===== config.mk =====
export PLATFORM = sky130hd
export DESIGN_NAME = ac_phase_dimmer_with_fade_top
export DESIGN_NICKNAME = d
export VERILOG_FILES = /design/src/hdl/acpd_pkg.sv /design/src/hdl/acpd_chan.sv /design/src/hdl/ac_phase_dimmer_with_fade_top.sv
export SDC_FILE = /design/constraint.sdc
export NUM_CORES = 1
export LEC_CHECK = 0
export BUFFER_PORTS_ARGS = -buffer_cell sky130_fd_sc_hd__buf_2
export CORE_UTILIZATION = 61
export CTS_CLUSTER_DIAMETER = 100
export DETAILED_ROUTE_END_ITERATION = 6
export GPL_TIMING_DRIVEN = 0
export PLACE_DENSITY = 0.8
export SETUP_SLACK_MARGIN = 0.3
export SYNTH_ARGS = -nofsm -noshare
export SYNTH_HDL_FRONTEND = slang
export SYNTH_SLANG_ARGS = --single-unit

===== constraint.sdc =====
create_clock -name clk -period 5.4 [get_ports clk]
set_clock_uncertainty 0.1 [all_clocks]
set_input_delay 0 -clock clk [delete_from_list [all_inputs] [get_ports clk]]
set_output_delay 0 -clock clk [all_outputs]
set_load 0.01 [all_outputs]

===== src/hdl/acpd_pkg.sv =====
// ----------------------------------------------------------------------------
// acpd_pkg
// Shared types and constants of the AC phase dimmer with fade.
// ----------------------------------------------------------------------------
package acpd_pkg;

	localparam int CHANNELS    = 3;
	localparam int GATE_W      = 3;
	localparam int LEVEL_W     = 7;
	localparam int SKIP_W      = 4;
	localparam int CHAN_W      = 2;
	localparam int FUNC_W      = 2;
	localparam int CFG_IDX_W   = 2;
	localparam int CFG_DATA_W  = 7;

	localparam logic [LEVEL_W-1:0] INIT_DELAY  = 7'd50;
	localparam logic [LEVEL_W-1:0] FULL_SCALE  = 7'd100;
	localparam logic [LEVEL_W-1:0] TICK_MAX    = 7'd127;

	localparam logic [SKIP_W-1:0]  FADE_SKIP_RST = 4'd5;
	localparam logic [LEVEL_W-1:0] MIN_LEVEL_RST = 7'd10;
	localparam logic [LEVEL_W-1:0] MAX_LEVEL_RST = 7'd90;

	localparam logic [FUNC_W-1:0] FUNC_ZERO_CROSS = 2'd0;
	localparam logic [FUNC_W-1:0] FUNC_TICK       = 2'd1;
	localparam logic [FUNC_W-1:0] FUNC_SET        = 2'd2;

	localparam logic [CFG_IDX_W-1:0] CFG_FADE_SKIP = 2'd0;
	localparam logic [CFG_IDX_W-1:0] CFG_MIN_LEVEL = 2'd1;
	localparam logic [CFG_IDX_W-1:0] CFG_MAX_LEVEL = 2'd2;

	typedef struct packed {
		logic [FUNC_W-1:0]  func;
		logic [CHAN_W-1:0]  channel;
		logic [LEVEL_W-1:0] light_percent;
	} in_item_t;

	typedef struct packed {
		logic [GATE_W-1:0] gates;
		logic              set_ok;
		logic              working;
	} out_item_t;

	// per-channel controls for one processed item
	typedef struct packed {
		logic               zero_cross;
		logic               tick;
		logic               set_me;
		logic [LEVEL_W-1:0] tick_nx;
		logic [LEVEL_W-1:0] target;
		logic [SKIP_W-1:0]  fade_skip;
		logic [LEVEL_W-1:0] min_level;
		logic [LEVEL_W-1:0] max_level;
	} chan_ctrl_t;

	typedef struct packed {
		logic pend_q;
		logic pend_nx;
		logic gate_nx;
	} chan_stat_t;

endpackage


===== src/hdl/acpd_chan.sv =====
// ----------------------------------------------------------------------------
// acpd_chan
// State and next-state logic of one dimmer channel: fade, clamp and firing.
// ----------------------------------------------------------------------------
module acpd_chan (
	input  logic               clk,
	input  logic               arst_n,
	input  logic               step,
	input  acpd_pkg::chan_ctrl_t ctrl,
	output acpd_pkg::chan_stat_t stat
);

	logic [acpd_pkg::LEVEL_W-1:0] delay_q, delay_nx;
	logic [acpd_pkg::LEVEL_W-1:0] target_q, target_nx;
	logic [acpd_pkg::SKIP_W-1:0]  skip_q, skip_nx;
	logic                         en_q, en_nx;
	logic                         pend_q, pend_nx;
	logic                         gate_q, gate_nx;
	logic [acpd_pkg::LEVEL_W-1:0] stepped;

	always_comb begin
		delay_nx  = delay_q;
		target_nx = target_q;
		skip_nx   = skip_q;
		en_nx     = en_q;
		pend_nx   = pend_q;
		gate_nx   = gate_q;
		stepped   = delay_q;
		if (delay_q < target_q) begin
			stepped = delay_q + 7'd1;
		end else if (delay_q > target_q) begin
			stepped = delay_q - 7'd1;
		end
		if (ctrl.zero_cross) begin
			if (!en_q) begin
				pend_nx = 1'b0;
			end else begin
				pend_nx = 1'b1;
				if (skip_q != '0) begin
					skip_nx = skip_q - 4'd1;
				end else begin
					skip_nx  = ctrl.fade_skip;
					delay_nx = stepped;
					if (stepped < ctrl.min_level) begin
						delay_nx = ctrl.min_level;
						en_nx    = 1'b0;
						gate_nx  = 1'b1;
						pend_nx  = 1'b0;
					end else if (stepped > ctrl.max_level) begin
						delay_nx = ctrl.max_level;
						en_nx    = 1'b0;
						gate_nx  = 1'b0;
						pend_nx  = 1'b0;
					end
				end
			end
		end else if (ctrl.tick) begin
			if (en_q && pend_q) begin
				if (ctrl.tick_nx == delay_q) begin
					gate_nx = 1'b1;
				end else if (ctrl.tick_nx > delay_q) begin
					gate_nx = 1'b0;
					pend_nx = 1'b0;
				end
			end
		end else if (ctrl.set_me) begin
			target_nx = ctrl.target;
			skip_nx   = ctrl.fade_skip;
			en_nx     = 1'b1;
		end
	end

	always_ff @(posedge clk or negedge arst_n) begin
		if (!arst_n) begin
			delay_q  <= acpd_pkg::INIT_DELAY;
			target_q <= acpd_pkg::INIT_DELAY;
			skip_q   <= '0;
			en_q     <= 1'b1;
			pend_q   <= 1'b0;
			gate_q   <= 1'b0;
		end else if (step) begin
			delay_q  <= delay_nx;
			target_q <= target_nx;
			skip_q   <= skip_nx;
			en_q     <= en_nx;
			pend_q   <= pend_nx;
			gate_q   <= gate_nx;
		end
	end

	assign stat.pend_q  = pend_q;
	assign stat.pend_nx = pend_nx;
	assign stat.gate_nx = gate_nx;

endmodule


===== src/hdl/ac_phase_dimmer_with_fade_top.sv =====
// ----------------------------------------------------------------------------
// ac_phase_dimmer_with_fade_top
// Multi-channel triac phase dimmer with slow fade toward a set level.
// ----------------------------------------------------------------------------
// Takes one item per clock while results are taken. An accepted item is held
// in the input register, is applied to the channel state as it advances and
// its result appears in the output register; a result that is not taken holds
// the advance back. The input register keeps taking items while a result waits,
// until both registers are full; throughput is set by the single state
// update per cycle. Configuration writes take effect at the write edge.
module ac_phase_dimmer_with_fade_top (
	input  logic                            clk,
	input  logic                            arst_n,
	input  logic                            in_valid,
	output logic                            in_ready,
	input  acpd_pkg::in_item_t              in_data,
	output logic                            out_valid,
	input  logic                            out_ready,
	output acpd_pkg::out_item_t             out_data,
	input  logic                            cfg_we,
	input  logic [acpd_pkg::CFG_IDX_W-1:0]  cfg_index,
	input  logic [acpd_pkg::CFG_DATA_W-1:0] cfg_data
);

	logic                         s1_valid_q;
	acpd_pkg::in_item_t           item_s1;
	logic                         out_valid_q;
	acpd_pkg::out_item_t          out_q;
	logic                         adv;

	logic [acpd_pkg::SKIP_W-1:0]  fade_skip_q;
	logic [acpd_pkg::LEVEL_W-1:0] min_level_q;
	logic [acpd_pkg::LEVEL_W-1:0] max_level_q;
	logic [acpd_pkg::LEVEL_W-1:0] tick_q, tick_nx;
	logic [acpd_pkg::LEVEL_W-1:0] target;
	logic                         any_pend_q;
	logic                         set_ok;

	logic [acpd_pkg::GATE_W-1:0]  gate_nx;
	logic [acpd_pkg::GATE_W-1:0]  pend_nx;
	logic [acpd_pkg::GATE_W-1:0]  pend_q;

	assign adv      = s1_valid_q && (!out_valid_q || out_ready);
	assign in_ready = !s1_valid_q || adv;

	always_ff @(posedge clk or negedge arst_n) begin
		if (!arst_n) begin
			s1_valid_q <= 1'b0;
		end else if (in_ready) begin
			s1_valid_q <= in_valid;
		end
	end

	always_ff @(posedge clk) begin
		if (in_ready && in_valid) begin
			item_s1 <= in_data;
		end
	end

	always_ff @(posedge clk or negedge arst_n) begin
		if (!arst_n) begin
			fade_skip_q <= acpd_pkg::FADE_SKIP_RST;
			min_level_q <= acpd_pkg::MIN_LEVEL_RST;
			max_level_q <= acpd_pkg::MAX_LEVEL_RST;
		end else if (cfg_we) begin
			case (cfg_index)
				acpd_pkg::CFG_FADE_SKIP: fade_skip_q <= cfg_data[acpd_pkg::SKIP_W-1:0];
				acpd_pkg::CFG_MIN_LEVEL: min_level_q <= cfg_data;
				acpd_pkg::CFG_MAX_LEVEL: max_level_q <= cfg_data;
				default: ;
			endcase
		end
	end

	assign any_pend_q = |pend_q;
	assign target = (item_s1.light_percent > acpd_pkg::FULL_SCALE) ? '0 :
		acpd_pkg::FULL_SCALE - item_s1.light_percent;
	assign set_ok = (item_s1.func == acpd_pkg::FUNC_SET) &&
		({1'b0, item_s1.channel} < 3'(acpd_pkg::CHANNELS));

	always_comb begin
		tick_nx = tick_q;
		case (item_s1.func)
			acpd_pkg::FUNC_ZERO_CROSS: tick_nx = '0;
			acpd_pkg::FUNC_TICK: begin
				if (any_pend_q && tick_q != acpd_pkg::TICK_MAX) begin
					tick_nx = tick_q + 7'd1;
				end
			end
			default: ;
		endcase
	end

	always_ff @(posedge clk or negedge arst_n) begin
		if (!arst_n) begin
			tick_q <= '0;
		end else if (adv) begin
			tick_q <= tick_nx;
		end
	end

	for (genvar i = 0; i < acpd_pkg::GATE_W; i++) begin : g_chan
		if (i < acpd_pkg::CHANNELS) begin : g_used
			acpd_pkg::chan_ctrl_t ctrl;
			acpd_pkg::chan_stat_t stat;

			assign ctrl.zero_cross = item_s1.func == acpd_pkg::FUNC_ZERO_CROSS;
			assign ctrl.tick       = item_s1.func == acpd_pkg::FUNC_TICK;
			assign ctrl.set_me     = (item_s1.func == acpd_pkg::FUNC_SET) &&
				(item_s1.channel == acpd_pkg::CHAN_W'(i));
			assign ctrl.tick_nx    = tick_nx;
			assign ctrl.target     = target;
			assign ctrl.fade_skip  = fade_skip_q;
			assign ctrl.min_level  = min_level_q;
			assign ctrl.max_level  = max_level_q;

			acpd_chan u_chan (
				.clk    (clk),
				.arst_n (arst_n),
				.step   (adv),
				.ctrl   (ctrl),
				.stat   (stat)
			);

			assign gate_nx[i] = stat.gate_nx;
			assign pend_nx[i] = stat.pend_nx;
			assign pend_q[i]  = stat.pend_q;
		end else begin : g_unused
			assign gate_nx[i] = 1'b0;
			assign pend_nx[i] = 1'b0;
			assign pend_q[i]  = 1'b0;
		end
	end

	always_ff @(posedge clk or negedge arst_n) begin
		if (!arst_n) begin
			out_valid_q <= 1'b0;
		end else if (adv) begin
			out_valid_q <= 1'b1;
		end else if (out_ready) begin
			out_valid_q <= 1'b0;
		end
	end

	always_ff @(posedge clk) begin
		if (adv) begin
			out_q.gates   <= gate_nx;
			out_q.set_ok  <= set_ok;
			out_q.working <= |pend_nx;
		end
	end

	assign out_valid = out_valid_q;
	assign out_data  = out_q;

`ifndef ASSERT_OFF
	a_zc_clears_tick: assert property (@(posedge clk) disable iff (!arst_n)
		(adv && item_s1.func == acpd_pkg::FUNC_ZERO_CROSS) |=> (tick_q == '0))
		else $error("tick count not cleared by zero crossing");

	a_set_ok_only_set: assert property (@(posedge clk) disable iff (!arst_n)
		(adv && item_s1.func != acpd_pkg::FUNC_SET) |=> !out_q.set_ok)
		else $error("set_ok raised for non-set item");

	a_working_matches: assert property (@(posedge clk) disable iff (!arst_n)
		adv |=> (out_q.working == any_pend_q))
		else $error("working flag disagrees with channel pending state");

	a_idle_tick_holds: assert property (@(posedge clk) disable iff (!arst_n)
		(adv && item_s1.func == acpd_pkg::FUNC_TICK && !any_pend_q) |=> $stable(tick_q))
		else $error("tick count moved while no channel pending");
`endif

endmodule


==> results of run 1 <==
## critical path: stages (launching register included)
cell	delay, ns
dfstp_2	0.54
inv_1	0.04
ha_1	0.29
o21ai_0	0.32
nor2_1	0.16
or3_1	0.33
buf_2	0.16
mux2i_1	0.13
xnor2_1	0.35
ha_1	0.35
a21oi_1	0.16
nand2_1	0.08
a211o_1	0.34
a31oi_4	0.32
o21ai_2	0.13
a2111oi_2	0.40
o311ai_1	0.19
## per-stage QoR
stage	cells	hold WS, ns	setup slack (ns)	instance area [sq um]
2_1_floorplan	894	-0.396	1.40	7970
3_3_place_gp	1097	0.0760	0.927	8340
3_5_place_dp	1098	-0.177	0.929	8370
4_1_cts	1139	0.0765	0.861	8910
5_1_grt	1139	0.108	0.558	8910
6_report	1139	0.0855	0.731	8910
## logic make-up after synthesis
logic type / after synthesis / synth area share [%]
flops: 106 / 34.8
xor+xnor: 26 / 2.86
mux: 44 / 5.95
buf+inv: 88 / 4.30
simple gates: 322 / 19.1
fa+ha+maj: 92 / 14.4
compound gates: 216 / 18.6
## per-layer routing
layer / global-route usage [%] / vias to the layer above
li1: - / 3414
met1: 46.1 / 3396
met2: 53.3 / 293
met3: 5.09 / 46
met4: 12.6 / 0
met5: 0 / -
## cell usage in the layout (no fill, tap or decap), types with 4 or more instances in the layout
cell           instances
nand2_1              105
ha_1                  92
nor2_1                83
inv_1                 68
dfrtp_1               61
o21ai_0               57
a21oi_1               41
buf_2                 32
dfstp_2               29
nand3_1               27
mux2_2                27
dlygate4sd3_1         25
nand4_1               22
nor3_1                20
xnor2_1               20
a211oi_1              18
mux2i_1               17
edfxtp_1              16
clkbuf_1              14
o31ai_1               14
nand3b_1              11
and2_1                10
nand2b_1               9
clkbuf_16              9
o211ai_1               8
o21a_1                 7
or3_1                  7
nor2b_1                7
xor2_1                 6
a211o_1                5
o21ai_1                5
a31oi_1                4
and3_1                 4
o221ai_1               4
a22o_1                 4
## what timing repair did
| item | CTS | global route |
|---|---|---|
| hold endpoints to repair | 94 | 0 |
| hold buffers | 25 | 0 |
| resized for setup | 0 | 0 |
| endpoints found under the setup margin | 0 | 0 |
| buffers inserted | 0 | 0 |
## registers in the layout, indices dropped and copies added (netlist names)
signal                         count
tick_q                             7
g_chan.g_used.u_chan.gate_q        3
out_data                           5
out_valid                          1
g_chan.g_used.u_chan.target_q     21
fade_skip_q                        4
g_chan.g_used.u_chan.delay_q      21
g_chan.g_used.u_chan.skip_q       12
item_s1                           11
max_level_q                        7
g_chan.g_used.u_chan.en_q          3
min_level_q                        7
s1_valid_q                         1
g_chan.g_used.u_chan.pend_q        3
## cell usage after synthesis, types with 3 or more instances
cell and n:
inv_1 68, nand3_1 27, o31ai_1 14, o22ai_1 3, o221ai_1 4, and2_1 10, a31o_2 3, or3_1 7
xnor2_1 20, dfrtp_1 61, nor3_1 20, nor3b_1 3, dfstp_2 29, or2_2 3, nand4_1 22, o21ai_1 5
ha_1 92, nand2b_1 9, a22oi_1 3, and4_1 3, edfxtp_1 16, and3_1 4, a211o_1 5, o21ai_0 57
xor2_1 6, mux2_2 27, o21a_1 7, nor2b_1 7, a211oi_1 18, a22o_1 4, a21oi_1 41, a31oi_1 4
nand2_1 105, clkbuf_1 14, nand3b_1 11, o211ai_1 8, mux2i_1 17, nor2_1 83
## worst paths after layout
kind	endpoint	start	slack (ns)	cells after the start
max	out_data[0]	g_chan[0].g_used.u_chan.target_q[5]	0.73	16
min	fade_skip_q[2]	arst_n	0.09	2
max reg2reg	out_data[0]	g_chan[0].g_used.u_chan.target_q[5]	0.73	16
min reg2reg	g_chan[1].g_used.u_chan.target_q[1]	g_chan[1].g_used.u_chan.target_q[1]	0.38	2
max in group asynchronous	g_chan[0].g_used.u_chan.skip_q[2]	arst_n	3.74	3
min in group clk	fade_skip_q[2]	cfg_we	0.15	3
## power groups by stage
| stage | clock network, uW | logic, uW | registers [uW] |
|---|---|---|---|
| 4_1_cts | 661 | 3060 | 1370 |
| 2_1_floorplan | 0 | 2380 | 1280 |
| 3_5_place_dp | 0 | 3020 | 1380 |
| 6_report | 654 | 3120 | 1380 |
| 5_1_grt | 688 | 3510 | 1410 |
| 3_3_place_gp | 0 | 2960 | 1370 |
## area by class of cell
| cell class | instances | share of cell area (%) |
|---|---|---|
| Clock buffer | 9 | 2.53 |
| Inverter | 68 | 2.86 |
| Clock inverter | 7 | 0.744 |
| Sequential cell | 106 | 31.1 |
| Tap cell | 172 | 2.42 |
| Timing Repair Buffer | 57 | 4.89 |
| Multi-Input combinational cell | 700 | 54.5 |
| Buffer | 20 | 0.983 |
==> metrics.yaml, run 1 <==
clock_network:
  worstSkewPairLatency_ns: 0.37
  number_of_clock_buffers_inserted_by_tritoncts: 9
  master_cell_of_the_clock_root_buffer: "clkbuf_16"
  clock-sinks: 106
  clockBufferDepth: 2
  htree_levels: 3
  clk_pin_slew_worst_paths_ns: 0.08
  clock_tree_from_tritoncts: "done"
sta:
  final.setup.tns_ns: 0
  maxClockFrequency_mhz: 214
  timing.final.crit_period_ns: 4.67
  report.final.slew_viol_count: 0
  final-hold-violation-count: 0
  setup_viol_count_final: 0
  worst-slew-pin-transition_ns: 0.964
  timing.final.crit_share_pct: 86.5
  setup_repair_after_global_routing_missed_its_margin: "false"
  slew_headroom_pct: 35.5
logic_synthesis:
  cell_type_with_the_highest_aggregate_area_in_the_netlist: "dfrtp_1"
  synth_seq_area_share_pct: 34.8
  syn_avg_cell_area_sq_um: 8.91
  synth_warn: 0
  synthesis.nets: 1011
  syn_area_sq_mm: 0.00797
  ys.flop_type: "dfrtp_1"
  netlist_instances: 894
  synthTopCellsByArea: "dfrtp_1 19%, ha_1 14%, dfstp_2 9.6%"
  synthArstFlopShare_pct: 84.9
  synth.ff_latch_count: 106
  synth_cell_types: 77
  number_of_enable_flip_flop_cells_after_synthesis: 16
  yosysTopAreaCellShare_pct: 19.2
worst_setup_path:
  timing.setup.critical_path_class: "flop to flop"
  worst_setup_path_end_kind: "flop"
  path_max_fanout: 10
  critical_path_arrival_ns: 4.65
  cp_data_required_time_ns: 5.38
  start_kind: "flop"
job:
  max-cap-violations: 0
run_status:
  run_status: "finished clean"
global_route:
  grt_pass1_vias: 6522
  grtUsageTotal_pct: 33.5
  grt_overflow_total: 0
  grt_pass1_wl_mm: 34.0
  grt_antenna_before_repair: 0
  grt_max_degree: 69
detailed_routing:
  vias: 7149
  dr_wl_met3_mm: 1.36
  initialDrtViolationCount: 498
  wl_per_cell_microns: 18.7
  antenna_left: 0
  dr.pass1.iters: 5
  wl_met1_mm: 9.62
  detailed_route_wl_mm: 21.3
  vias_per_cell: 6.28
  route.detailed.drc: 0
  wl_met2_mm: 9.68
  top_signal_layer_used: "met4"
layout:
  post-route-util_pct: 70.3
  design.final.nets: 1079
  areaGrowthSynthToFinish_pct: 11.8
  fillerInstances: 1001
  multiInputGateArea_sq_mm: 0.00486
  layout-drive-gt1-share_pct: 12.9
  insertedDiodeCount: 0
  sequential_cell_area_sq_mm: 0.00277
power:
  internal-power_uw: 2690
  reported_net_switching_power_uw: 2470
  ir_drop_uv: 429
  part_of_the_total_power_dissipated_in_sequential_elements_pct: 26.8
  total_power_consumption_uw: 5150
  cellPowerDensity_mw_per_mm2: 578
  p_comb_share_pct: 60.5
  power.share.switching_pct: 47.9
  cellLeakagePower_uw: 0.00388
  p_clk_share_pct: 12.7
place:
  hpwl_mm: 16.0
  gpl.final_weighted_congestion: 0.960
  port-buffer-count: 31
floorplanning:
  fp.dieH_microns: 116
  die_x_microns: 116
  placementRows: 41
  starting_density_pct: 62.9
  die-area_sq_mm: 0.0135
  core_sq_mm: 0.0127
  number_of_top_level_pins: 32
worst_hold_path:
  min_path_type: "primary input to async pin"
(Power assumes the default switching activity.)
==> run 2, diff against run 1 <==
--- a/config.mk
+++ b/config.mk
@@ -11,6 +11,7 @@
 export DETAILED_ROUTE_END_ITERATION = 6
 export GPL_TIMING_DRIVEN = 0
 export PLACE_DENSITY = 0.8
+export RECOVER_POWER = 100
 export SETUP_SLACK_MARGIN = 0.3
 export SYNTH_ARGS = -nofsm -noshare
 export SYNTH_HDL_FRONTEND = slang
==> run 2 against run 1 <==
The run now ends with capacitance limit, slew limit left. Final cell count did not move. Hold slack improved by 0.055 ns. Setup slack got worse by 0.24 ns. Count of clock-buffer cells in the layout did not move. Combinational power fell by 2%. Critical path type unchanged. Critical endpoint unchanged. Largest power group unchanged.
==> metrics.yaml, run 2 (same netlist as run 1, synthesis figures left out) <==
clock_network:
  number_of_clock_buffers_inserted_by_tritoncts: 9
  clock-sinks: 106
  worstSkewPairLatency_ns: 0.36
  cts.repair.resized: 0
  master_cell_of_the_clock_root_buffer: "clkbuf_16"
  clock_tree_from_tritoncts: "done"
  clk_pin_slew_worst_paths_ns: 0.08
  htree_levels: 3
  clockBufferDepth: 2
floorplanning:
  core_sq_mm: 0.0127
  number_of_top_level_pins: 32
  placementRows: 41
  die-area_sq_mm: 0.0135
  starting_density_pct: 62.9
  fp.dieH_microns: 116
  die_x_microns: 116
sta:
  setup_repair_after_global_routing_missed_its_margin: "false"
  slew_headroom_pct: -147
  final-hold-violation-count: 0
  final.setup.tns_ns: 0
  maxClockFrequency_mhz: 204
  worst-slew-pin-transition_ns: 3.70
  timing.final.crit_share_pct: 90.9
  timing.final.crit_period_ns: 4.91
  report.final.slew_viol_count: 69
  setup_viol_count_final: 0
layout:
  final-instance-count-excl-fill: 1139
  insertedDiodeCount: 0
  multiInputGateArea_sq_mm: 0.00485
  reg.largest.list: "g_chan.g_used.u_chan.delay_q: 21 flops, g_chan.g_used.u_chan.target_q: 21 flops, g_chan.g_used.u_chan.skip_q: 12 flops"
  most_frequent_cells_in_the_layout: "105 x nand2_1, 92 x ha_1, 83 x nor2_1"
  layout-drive-gt1-share_pct: 10.8
  design.final.nets: 1079
  sequential_cell_area_sq_mm: 0.00277
  fillerInstances: 1008
  areaGrowthSynthToFinish_pct: 11.2
  mostFrequentLayoutCell: "nand2_1"
global_route:
  grt_pass1_wl_mm: 34.0
  grt_max_degree: 69
  grt_antenna_before_repair: 0
  grt_overflow_total: 0
  grt_pass1_vias: 6522
  grtUsageTotal_pct: 33.5
worst_hold_path:
  worst_hold_startpoint: "cfg_we"
  worst_hold_path.endpoint: "fade_skip_q[3]"
  min_delay_path_depth: 3
  min_path_type: "primary input to flop"
place:
  placed_cells: 1098
  port-buffer-count: 31
  gpl.final_weighted_congestion: 0.960
  hpwl_mm: 16.0
detailed_routing:
  initialDrtViolationCount: 562
  vias: 7113
  antenna_left: 0
  route.detailed.drc: 0
  vias_per_cell: 6.24
  detailed_route_wl_mm: 21.3
  dr.pass1.iters: 6
  wl_per_cell_microns: 18.7
power:
  ir_drop_uv: 421
  total_power_consumption_uw: 5110
  cellPowerDensity_mw_per_mm2: 576
  cellLeakagePower_uw: 0.00382
worst_setup_path:
  path_max_fanout: 10
  reg2reg_slack_ns: 0.49
  r2r.worst_path.cells: 16
  cp_data_required_time_ns: 5.36
  worst_setup_path_end_kind: "flop"
  start_kind: "flop"
  crit-reg2reg-launch: "g_chan[0].g_used.u_chan.target_q[5]"
  critical_path_arrival_ns: 4.87
  timing.setup.critical_path_class: "flop to flop"
  worstReg2RegEnd: "out_data[0]"
run_status:
  failed_checks: "capacitance limit, slew limit"
  run_status: "finished, violations left"
job:
  max-cap-violations: 1
run 2: changes by cell type in the layout (fill, tap and decap cells not counted), moves of 3 or more:
cell	delta
and2_0	+4
and2_1	-4
buf_2	-10
clkbuf_1	+14
mux2_1	+3
mux2_2	-3
o21ai_0	+4
o21ai_1	-3
run 2: repair_timing:
item | CTS | global route
hold endpoints to repair | 94 | 0
buffers inserted | 0 | 0
hold buffers | 25 | 0
endpoints found under the setup margin | 0 | 0
run 2: where the power goes:
part           switching (uW)  total (uW)  internal (uW)
clock network             329         651            322
registers                 286        1380           1100
logic                    1840        3070           1230
total                    2450        5110           2650
run 2: worst max path at each step:
stage,from,endpoint,slack (ns),cells past startpoint
global placement,g_chan[0].g_used.u_chan.target_q[5],out_data[0],0.93,16
floorplan,g_chan[0].g_used.u_chan.target_q[4],out_data[0],1.40,16
detailed placement,g_chan[0].g_used.u_chan.target_q[4],out_data[0],0.93,16
global route,g_chan[0].g_used.u_chan.target_q[5],out_data[0],0.28,16
finish,g_chan[0].g_used.u_chan.target_q[5],out_data[0],0.49,16
CTS,g_chan[0].g_used.u_chan.target_q[5],out_data[0],0.86,16
run 2: critical path, stage by stage (launching register included):
cell	delay, ns
dfstp_1	0.53
inv_1	0.05
ha_1	0.30
o21ai_0	0.30
nor2_1	0.16
or3_1	0.33
clkbuf_1	0.17
mux2i_1	0.16
xnor2_1	0.37
ha_1	0.35
a21oi_1	0.15
nand2_1	0.08
a211o_1	0.34
a31oi_4	0.31
o21ai_0	0.24
a2111oi_2	0.43
o311ai_0	0.24
run 2: cell type report:
class / count / area share (%)
sequential: 106 / 31.2
inverter: 68 / 2.88
buffer: 20 / 0.918
clock inverter: 7 / 0.748
timing repair buffer: 57 / 4.48
multi-input combinational: 700 / 54.8
clock buffer: 9 / 2.54
tap: 172 / 2.43
run 2: per-layer routing:
layer	global-route usage [%]	wire length, microns	share of wire, %
met3	5.09	1260	5.9
met1	46.1	9650	45
met2	53.3	9730	46
met4	12.6	685	3.2
met5	0	0	0
run 2: stage by stage:
stage          utilization [%]  area (sq um)  hold slack, ns  worst slack [ns]
2_1_floorplan                -          7970          -0.396              1.40
3_3_place_gp              65.8          8340          0.0760             0.927
3_5_place_dp              66.0          8370          -0.177             0.929
6_report                  69.9          8860           0.140             0.489
4_1_cts                   70.3          8910          0.0765             0.861
5_1_grt                   69.9          8860           0.149             0.280
